<file path="src/rtl/core/mrrs_pkg.sv">
// ----------------------------------------------------------------------------
// mrrs_pkg
// Shared types and codes for the multicore round-robin scheduler.
// ----------------------------------------------------------------------------
package mrrs_pkg;

	localparam int TASK_W   = 8;
	localparam int CORE_W   = 2;
	localparam int OP_W     = 3;
	localparam int QUANT_W  = 16;
	localparam int ACTIVE_W = 3;
	localparam int CFG_IDX_W  = 3;
	localparam int CFG_DATA_W = 16;

	localparam logic [QUANT_W-1:0] COUNTER_MAX = '1;

	typedef enum logic [OP_W-1:0] {
		OP_TICK    = 3'd0,
		OP_BLOCK   = 3'd1,
		OP_EXIT    = 3'd2,
		OP_LOAD    = 3'd3,
		OP_UNBLOCK = 3'd4
	} op_t;

	localparam logic [CFG_IDX_W-1:0] CFG_ACTIVE_CORES = 3'd0;
	localparam logic [CFG_IDX_W-1:0] CFG_QUANTUM0     = 3'd1;

	typedef struct packed {
		logic              valid;
		op_t               op;
		logic [CORE_W-1:0] core;
		logic [TASK_W-1:0] task_id;
	} item_t;

	typedef struct packed {
		logic              push;
		logic              pop;
		logic [TASK_W-1:0] data;
	} q_ctrl_t;

	typedef struct packed {
		logic              empty;
		logic              full;
		logic [TASK_W-1:0] head;
	} q_stat_t;

	typedef struct packed {
		logic [TASK_W-1:0] run_task;
		logic              run_idle;
		logic              accepted;
	} result_t;

endpackage

</file>
<file path="src/rtl/core/mrrs_queue.sv">
// ----------------------------------------------------------------------------
// mrrs_queue
// Shared FIFO ready queue with the head entry held in a register.
// ----------------------------------------------------------------------------
module mrrs_queue import mrrs_pkg::*; #(
	parameter int QUEUE_DEPTH = 16
) (
	input  logic    clk,
	input  logic    arst_n,
	input  q_ctrl_t ctrl,
	output q_stat_t stat
);

	localparam int PTR_W = $clog2(QUEUE_DEPTH);
	localparam int CNT_W = $clog2(QUEUE_DEPTH + 1);

	logic [TASK_W-1:0] mem [QUEUE_DEPTH];
	logic [PTR_W-1:0]  head_q, tail_q;
	logic [CNT_W-1:0]  count_q;
	logic [TASK_W-1:0] head_data_q;

	logic [PTR_W-1:0]  head_inc, tail_inc, head_nx, tail_nx;
	logic [CNT_W-1:0]  count_nx;

	assign head_inc = (head_q == PTR_W'(QUEUE_DEPTH - 1)) ? '0 : head_q + 1'b1;
	assign tail_inc = (tail_q == PTR_W'(QUEUE_DEPTH - 1)) ? '0 : tail_q + 1'b1;
	assign head_nx  = ctrl.pop  ? head_inc : head_q;
	assign tail_nx  = ctrl.push ? tail_inc : tail_q;

	always_comb begin
		case ({ctrl.push, ctrl.pop})
			2'b10:   count_nx = count_q + 1'b1;
			2'b01:   count_nx = count_q - 1'b1;
			default: count_nx = count_q;
		endcase
	end

	always_ff @(posedge clk or negedge arst_n) begin
		if (!arst_n) begin
			head_q  <= '0;
			tail_q  <= '0;
			count_q <= '0;
		end else begin
			head_q  <= head_nx;
			tail_q  <= tail_nx;
			count_q <= count_nx;
		end
	end

	always_ff @(posedge clk) begin
		if (ctrl.push) begin
			mem[tail_q] <= ctrl.data;
		end
	end

	// head entry prefetch, bypassing a write to the new head slot
	always_ff @(posedge clk) begin
		if (ctrl.push && (tail_q == head_nx)) begin
			head_data_q <= ctrl.data;
		end else begin
			head_data_q <= mem[head_nx];
		end
	end

	assign stat.empty = (count_q == '0);
	assign stat.full  = (count_q == CNT_W'(QUEUE_DEPTH));
	assign stat.head  = head_data_q;

endmodule

</file>
<file path="src/rtl/core/mrrs_cores.sv">
// ----------------------------------------------------------------------------
// mrrs_cores
// Per-core state, configuration registers and event handling.
// ----------------------------------------------------------------------------
module mrrs_cores import mrrs_pkg::*; #(
	parameter int NUM_CORES = 4
) (
	input  logic                  clk,
	input  logic                  arst_n,
	input  logic                  cfg_we,
	input  logic [CFG_IDX_W-1:0]  cfg_index,
	input  logic [CFG_DATA_W-1:0] cfg_data,
	input  item_t                 item,
	input  q_stat_t               q_stat,
	output q_ctrl_t               q_ctrl,
	output result_t               res
);

	logic [QUANT_W-1:0]  counter_q [NUM_CORES];
	logic [TASK_W-1:0]   task_q    [NUM_CORES];
	logic                idle_q    [NUM_CORES];
	logic [QUANT_W-1:0]  quantum_q [NUM_CORES];
	logic [ACTIVE_W-1:0] active_q;

	logic [QUANT_W-1:0] sel_cnt, sel_quant, cnt_inc, new_cnt;
	logic [TASK_W-1:0]  sel_task, new_task;
	logic               sel_idle, new_idle, in_range, active, upd;
	logic               acc;

	always_comb begin
		sel_cnt   = '0;
		sel_quant = '0;
		sel_task  = '0;
		sel_idle  = 1'b1;
		in_range  = 1'b0;
		for (int i = 0; i < NUM_CORES; i++) begin
			if (item.core == CORE_W'(i)) begin
				sel_cnt   = counter_q[i];
				sel_quant = quantum_q[i];
				sel_task  = task_q[i];
				sel_idle  = idle_q[i];
				in_range  = 1'b1;
			end
		end
	end

	assign active  = in_range && ({1'b0, item.core} < active_q);
	assign cnt_inc = (sel_cnt == COUNTER_MAX) ? sel_cnt : sel_cnt + 1'b1;

	always_comb begin
		new_cnt      = sel_cnt;
		new_task     = sel_task;
		new_idle     = sel_idle;
		upd          = 1'b0;
		q_ctrl.push  = 1'b0;
		q_ctrl.pop   = 1'b0;
		q_ctrl.data  = item.task_id;
		acc          = 1'b1;
		if (item.valid) begin
			case (item.op)
				OP_LOAD, OP_UNBLOCK: begin
					acc         = !q_stat.full;
					q_ctrl.push = !q_stat.full;
				end
				OP_TICK: begin
					upd     = active;
					new_cnt = cnt_inc;
					if (sel_idle) begin
						if (!q_stat.empty) begin
							q_ctrl.pop = active;
							new_cnt    = '0;
							new_task   = q_stat.head;
							new_idle   = 1'b0;
						end
					end else if (cnt_inc >= sel_quant) begin
						// slice expired: rotate through the queue
						new_cnt = '0;
						if (!q_stat.empty) begin
							q_ctrl.pop  = active;
							q_ctrl.push = active;
							q_ctrl.data = sel_task;
							new_task    = q_stat.head;
						end
					end
				end
				OP_BLOCK, OP_EXIT: begin
					upd     = active;
					new_cnt = '0;
					if (!q_stat.empty) begin
						q_ctrl.pop = active;
						new_task   = q_stat.head;
						new_idle   = 1'b0;
					end else begin
						new_task = '0;
						new_idle = 1'b1;
					end
				end
				default: begin
				end
			endcase
		end
		if (!upd) begin
			new_cnt  = sel_cnt;
			new_task = sel_task;
			new_idle = sel_idle;
		end
	end

	assign res.run_task = new_idle ? '0 : new_task;
	assign res.run_idle = new_idle;
	assign res.accepted = acc;

	always_ff @(posedge clk or negedge arst_n) begin
		if (!arst_n) begin
			for (int i = 0; i < NUM_CORES; i++) begin
				counter_q[i] <= '0;
				task_q[i]    <= '0;
				idle_q[i]    <= 1'b1;
			end
		end else if (upd) begin
			for (int i = 0; i < NUM_CORES; i++) begin
				if (item.core == CORE_W'(i)) begin
					counter_q[i] <= new_cnt;
					task_q[i]    <= new_task;
					idle_q[i]    <= new_idle;
				end
			end
		end
	end

	always_ff @(posedge clk or negedge arst_n) begin
		if (!arst_n) begin
			active_q <= ACTIVE_W'(1);
			for (int i = 0; i < NUM_CORES; i++) begin
				quantum_q[i] <= QUANT_W'(1);
			end
		end else if (cfg_we) begin
			if (cfg_index == CFG_ACTIVE_CORES) begin
				active_q <= cfg_data[ACTIVE_W-1:0];
			end
			for (int i = 0; i < NUM_CORES; i++) begin
				if (cfg_index == CFG_IDX_W'(CFG_QUANTUM0 + i)) begin
					quantum_q[i] <= cfg_data[QUANT_W-1:0];
				end
			end
		end
	end

endmodule

</file>
<file path="src/rtl/core/multicore_round_robin_scheduler_top.sv">
// ----------------------------------------------------------------------------
// multicore_round_robin_scheduler_top
// Round-robin scheduler for several cores sharing one FIFO ready queue.
// ----------------------------------------------------------------------------
// One event is taken per clock cycle; busy is always low. An event taken at
// one edge is registered, handled in the following cycle against the queue
// and core state, and its result is registered onto the outputs with done
// high for exactly one cycle. The receiver cannot stall: each result is
// presented once and must be captured in that cycle. The queue head is held
// in a register reloaded from the queue memory every cycle, with a bypass
// for a write into the new head slot, so no clearing pass is needed after
// reset.
module multicore_round_robin_scheduler_top import mrrs_pkg::*; #(
	parameter int NUM_CORES   = 4,
	parameter int QUEUE_DEPTH = 16
) (
	input  logic                  clk,
	input  logic                  arst_n,
	input  logic                  start,
	output logic                  busy,
	input  logic [OP_W-1:0]       opcode,
	input  logic [CORE_W-1:0]     core,
	input  logic [TASK_W-1:0]     task_id,
	input  logic                  cfg_we,
	input  logic [CFG_IDX_W-1:0]  cfg_index,
	input  logic [CFG_DATA_W-1:0] cfg_data,
	output logic                  done,
	output logic [TASK_W-1:0]     run_task,
	output logic                  run_idle,
	output logic                  accepted
);

	logic              valid_s1;
	logic [OP_W-1:0]   op_s1;
	logic [CORE_W-1:0] core_s1;
	logic [TASK_W-1:0] tid_s1;

	item_t   item;
	q_ctrl_t q_ctrl;
	q_stat_t q_stat;
	result_t res;

	assign busy = 1'b0;

	always_ff @(posedge clk or negedge arst_n) begin
		if (!arst_n) begin
			valid_s1 <= 1'b0;
		end else begin
			valid_s1 <= start && !busy;
		end
	end

	always_ff @(posedge clk) begin
		op_s1   <= opcode;
		core_s1 <= core;
		tid_s1  <= task_id;
	end

	assign item.valid   = valid_s1;
	assign item.op      = op_t'(op_s1);
	assign item.core    = core_s1;
	assign item.task_id = tid_s1;

	mrrs_queue #(
		.QUEUE_DEPTH(QUEUE_DEPTH)
	) u_queue (
		.clk   (clk),
		.arst_n(arst_n),
		.ctrl  (q_ctrl),
		.stat  (q_stat)
	);

	mrrs_cores #(
		.NUM_CORES(NUM_CORES)
	) u_cores (
		.clk      (clk),
		.arst_n   (arst_n),
		.cfg_we   (cfg_we),
		.cfg_index(cfg_index),
		.cfg_data (cfg_data),
		.item     (item),
		.q_stat   (q_stat),
		.q_ctrl   (q_ctrl),
		.res      (res)
	);

	always_ff @(posedge clk or negedge arst_n) begin
		if (!arst_n) begin
			done <= 1'b0;
		end else begin
			done <= valid_s1;
		end
	end

	always_ff @(posedge clk) begin
		run_task <= res.run_task;
		run_idle <= res.run_idle;
		accepted <= res.accepted;
	end

	a_result_follows: assert property (@(posedge clk) disable iff (!arst_n)
		valid_s1 |=> done)
		else $error("registered event gave no result");

	a_idle_task_zero: assert property (@(posedge clk) disable iff (!arst_n)
		(done && run_idle) |-> (run_task == '0))
		else $error("idle core reports a task");

	a_drop_only_enqueue: assert property (@(posedge clk) disable iff (!arst_n)
		(valid_s1 && !res.accepted) |-> (item.op == OP_LOAD || item.op == OP_UNBLOCK))
		else $error("non-enqueue event flagged as dropped");

	a_rotate_balanced: assert property (@(posedge clk) disable iff (!arst_n)
		(q_ctrl.pop && q_ctrl.push) |-> !q_stat.empty)
		else $error("rotation on an empty queue");

endmodule
</file>
<file path="config.mk">
export PLATFORM = sky130hd
export DESIGN_NAME = multicore_round_robin_scheduler_top
export DESIGN_NICKNAME = d
export VERILOG_FILES = /design/src/rtl/core/mrrs_pkg.sv /design/src/rtl/core/mrrs_queue.sv /design/src/rtl/core/mrrs_cores.sv /design/src/rtl/core/multicore_round_robin_scheduler_top.sv
export SDC_FILE = /design/constraint.sdc
export NUM_CORES = 1
export LEC_CHECK = 0
export ABC_CLOCK_PERIOD_IN_PS = 12100
export BUFFER_PORTS_ARGS = -buffer_cell sky130_fd_sc_hd__buf_2
export CAP_MARGIN = 20
export CORE_MARGIN = 1
export CORE_UTILIZATION = 45
export CTS_BUF_LIST = sky130_fd_sc_hd__clkbuf_8 sky130_fd_sc_hd__clkbuf_16
export DETAILED_ROUTE_END_ITERATION = 8
export GPL_ROUTABILITY_DRIVEN = 0
export PLACE_DENSITY = 0.63
export SYNTH_ARGS = -nofsm -noshare
export SYNTH_HDL_FRONTEND = slang
export SYNTH_SLANG_ARGS = --single-unit
</file>
<file path="constraint.sdc">
create_clock -name clk -period 12.1 [get_ports clk]
set_input_delay 1.815 -clock clk [delete_from_list [all_inputs] [get_ports clk]]
set_output_delay 1.815 -clock clk [all_outputs]
set_load 0.1 [all_outputs]
</file>
==> results.toml <==
[run_status]
outcome = "finished clean"

[pwr]
power_w = 0.00346
p_leak_nw = 6.51
max-vdd-ir-drop_mv = 0.132
pwr_density_cell_nw_per_um2 = 206

[detailed_routing]
post-route-drc-count = 0
drt-total-wl_microns = 32500
post_drt_wl_per_cell_microns = 20.5
vias = 8882
dr.pass1.iters = 5
ant_nets = 0
drt_iter0_markers = 769
avgViaCountPerCell = 5.61

[floorplan]
dieArea_sq_um = 34000
die_w_microns = 184
start_util = 0.459
die_h_microns = 184
coreArea_sq_um = 32600
ios = 48
rows = 66

[sta]
skew_ps = 20.4
fin_setup_tns_ps = 0
clock.fmax_mhz = 126
tightest_slew_ps = 995
report.final.hold_viol_count = 0
drv_slew = 0
period_minus_slack_ps = 7950
finalSetupViolCount = 0
relSlewSlack = 0.335
final.period_utilization = 0.657
rsz0062_at_grt = "false"

[clocking]
htreeDepth = 2
numCtsBuffers = 38
clkTransAtPathRegs_ps = 60
clock_path_buffers = 3
postCtsSetupRepairBufs = 0
worstSkewPairLatency_ps = 540
cts_root_buffer = "clkbuf_16"
cts_tree = "done"
hold_buffers = 0
clock-sinks = 337
cts-resized-gates = 0

[logic_synthesis]
ys.flop_type = "dfrtp_1"
syn_area_sq_um = 15000
synthDistinctLibCells = 69
synth_top_family_by_area = "multiplexers"
async_reset_ff_frac = 0.540
synth-edff-count = 128
synth_adder_area_share = 0.0226
ys_warn_count = 0
synthSimpleGateAreaFrac = 0.0802
synthCells = 1074
avgSynthCellArea_sq_um = 13.9
muxShareOfSynthArea = 0.180
synth_fp_nets = 1137
synth_xor_area_frac = 0.0105
synth_compound_area_frac = 0.0830
ys_seq_area_frac = 0.598
ys_ff_latch = 337

[final_layout]
drive_above_1_share = 0.274
num_antenna_cells = 0
final_common_cell = "dfrtp_1"
layout_common_cells = "173 x dfrtp_1, 128 x edfxtp_1, 86 x nand2_1"
area_growth_syn_to_layout_pct = 12.2
fin_nets = 1176

[setup_path]
cp_common_cell = "ha_1"
max_stage_delay_ps = 980
endpoint_kind = "flip-flop"
critPathLaunchType = "flip-flop"
crit_required_ps = 12510
cp_num_buf_inv = 1
r2r_slack_ps = 4150
arrival_ps = 8360
worstPathMaxFanout = 50
cp_top_family = "compound AO/OA/AOI/OAI gates"
cpMaxStageDelayCell = "dfxtp_4"
cp_cell_sequence = "mux4_2 > ha_1 > nand3_1 > nor3b_4 > nand3_2 > and2_1 > or2_2 > ha_1 > o211ai_1 > a21oi_1 > o41ai_1 > a311oi_1 > o21ai_1 > o21ai_1 > inv_1 > ha_1 > xor2_1 > ha_1 > o21ai_0 > a21oi_1 > a21oi_1 > xor2_1 > nor2_1 > xor2_1"
crit_type = "flip-flop to flip-flop"

[global_route]
antenna_found_initial = 1
grt_pass1_wl_microns = 51200
grt_pass1_vias = 8735
grt_max_degree = 110
grt_usage = 0.199
overflow = 0

[placed_design]
portBuffers = 46
dpl.hpwl_microns = 20900

[min_path]
min_path_type = "flip-flop to flip-flop"

[flow_run]
drv_cap = 0
[cells in the mapped netlist (6+ instances only)]
library cell    n  area [sq um]
o21ai_1        12          60.1
dfstp_2         9           236
buf_1           7          26.3
nor3_1          7          35.0
nor2_1         76           285
buf_2          11          55.1
a31oi_1         8          50.1
xor2_1         10          87.6
nor2b_1        12          75.1
buf_4           7          52.6
a211oi_1       10          75.1
ha_1           27           338
and2_1          8          50.1
clkbuf_1       30           113
o21ai_0        26           130
a21oi_2         6          52.6
a22oi_1        12          90.1
and3_1         18           113
nand2b_1        6          37.5
dfxtp_1        27           541
a21oi_1        69           345
inv_1          26          97.6
dfrtp_1       173          4330
nand2_1        86           323
o31ai_1        25           188
edfxtp_1      128          3840
xnor2_1         8          70.1
mux4_2         79          1780
nor3b_1         6          45.0
mux2_2         79           890
nand3_1        11          55.1
[state kept, by name, summed over array words and instances, names as in the netlist, named ones only]
register           count
u_queue.mem          128
u_cores.counter_q     64
u_cores.quantum_q     64
u_cores.task_q        32
run_task               8
tid_s1                 8
u_queue.count_q        5
u_cores.idle_q         4
u_queue.head_q         4
u_queue.tail_q         4
op_s1                  3
u_cores.active_q       3
core_s1                2
accepted               1
done                   1
run_idle               1
valid_s1               1
[path summary, 6_finish.rpt]
kind | startpoint | to | cells past startpoint
min in group asynchronous | arst_n | u_cores.task_q[24] | 1
worst max-delay path | core_s1[0] | u_queue.count_q[4] | 24
worst min register to register | u_cores.idle_q[1] | u_cores.idle_q[1] | 2
max in group asynchronous | arst_n | u_cores.quantum_q[29] | 2
worst max register to register | core_s1[0] | u_queue.count_q[4] | 24
worst min-delay path | u_cores.idle_q[1] | u_cores.idle_q[1] | 2
[area by class of cell]
cell class	instances	area, sq um
Timing Repair Buffer	58	329
Sequential cell	337	8960
Clock inverter	25	168
Clock buffer	44	1040
Fill cell	2710	15800
Inverter	26	97.6
Tap cell	442	553
Multi-Input combinational cell	652	5650
[cells by family after synthesis]
group           after synthesis
flops                       337
simple gates                251
compound gates              195
mux                         160
buf+inv                      85
fa+ha+maj                    27
xor+xnor                     18
other cells                   1
[report_power, final]
part	switching, W	leakage [nW]	internal (W)	total (W)
Clock	0.000455	0.636	0.000640	0.00110
Combinational	0.000496	2.25	0.000363	0.000860
Sequential	0.000117	3.62	0.00138	0.00150
Total	0.00107	6.51	0.00239	0.00346
[layer usage]
| layer | up-vias | track usage | part of all wire |
|---|---|---|---|
| met4 | 2 | 0.0577 | 0.025 |
| met1 | 4485 | 0.291 | 0.46 |
| li1 | 4095 | - | - |
| met3 | 58 | 0.0401 | 0.054 |
| met2 | 242 | 0.302 | 0.46 |
| met5 | - | 0 | 0.00040 |
[worst register-to-register path: cells and delay by family (launching register included)]
family / cells / cell delay, ps
AND/OR/NAND/NOR: 6 / 1630
multiplexers: 1 / 490
XOR/XNOR: 3 / 480
flip-flops: 1 / 980
adder cells (fa/ha/maj): 4 / 1160
buffers and inverters: 1 / 170
AO/OA/AOI/OAI: 9 / 2920
[per-stage QoR]
step / worst slack (ps) / area, sq um / hold slack [ps] / util / cells
6_report: 4150 / 16800 / 458 / 0.515 / 1584
3_3_place_gp: 4410 / 15600 / 447 / 0.478 / 1515
5_1_grt: 3510 / 16800 / 479 / 0.515 / 1584
4_1_cts: 4180 / 16800 / 458 / 0.515 / 1584
3_5_place_dp: 4150 / 15600 / 448 / 0.478 / 1515
2_1_floorplan: 6370 / 15000 / 382 / - / 1074
Power figures use the tool's default switching activity.
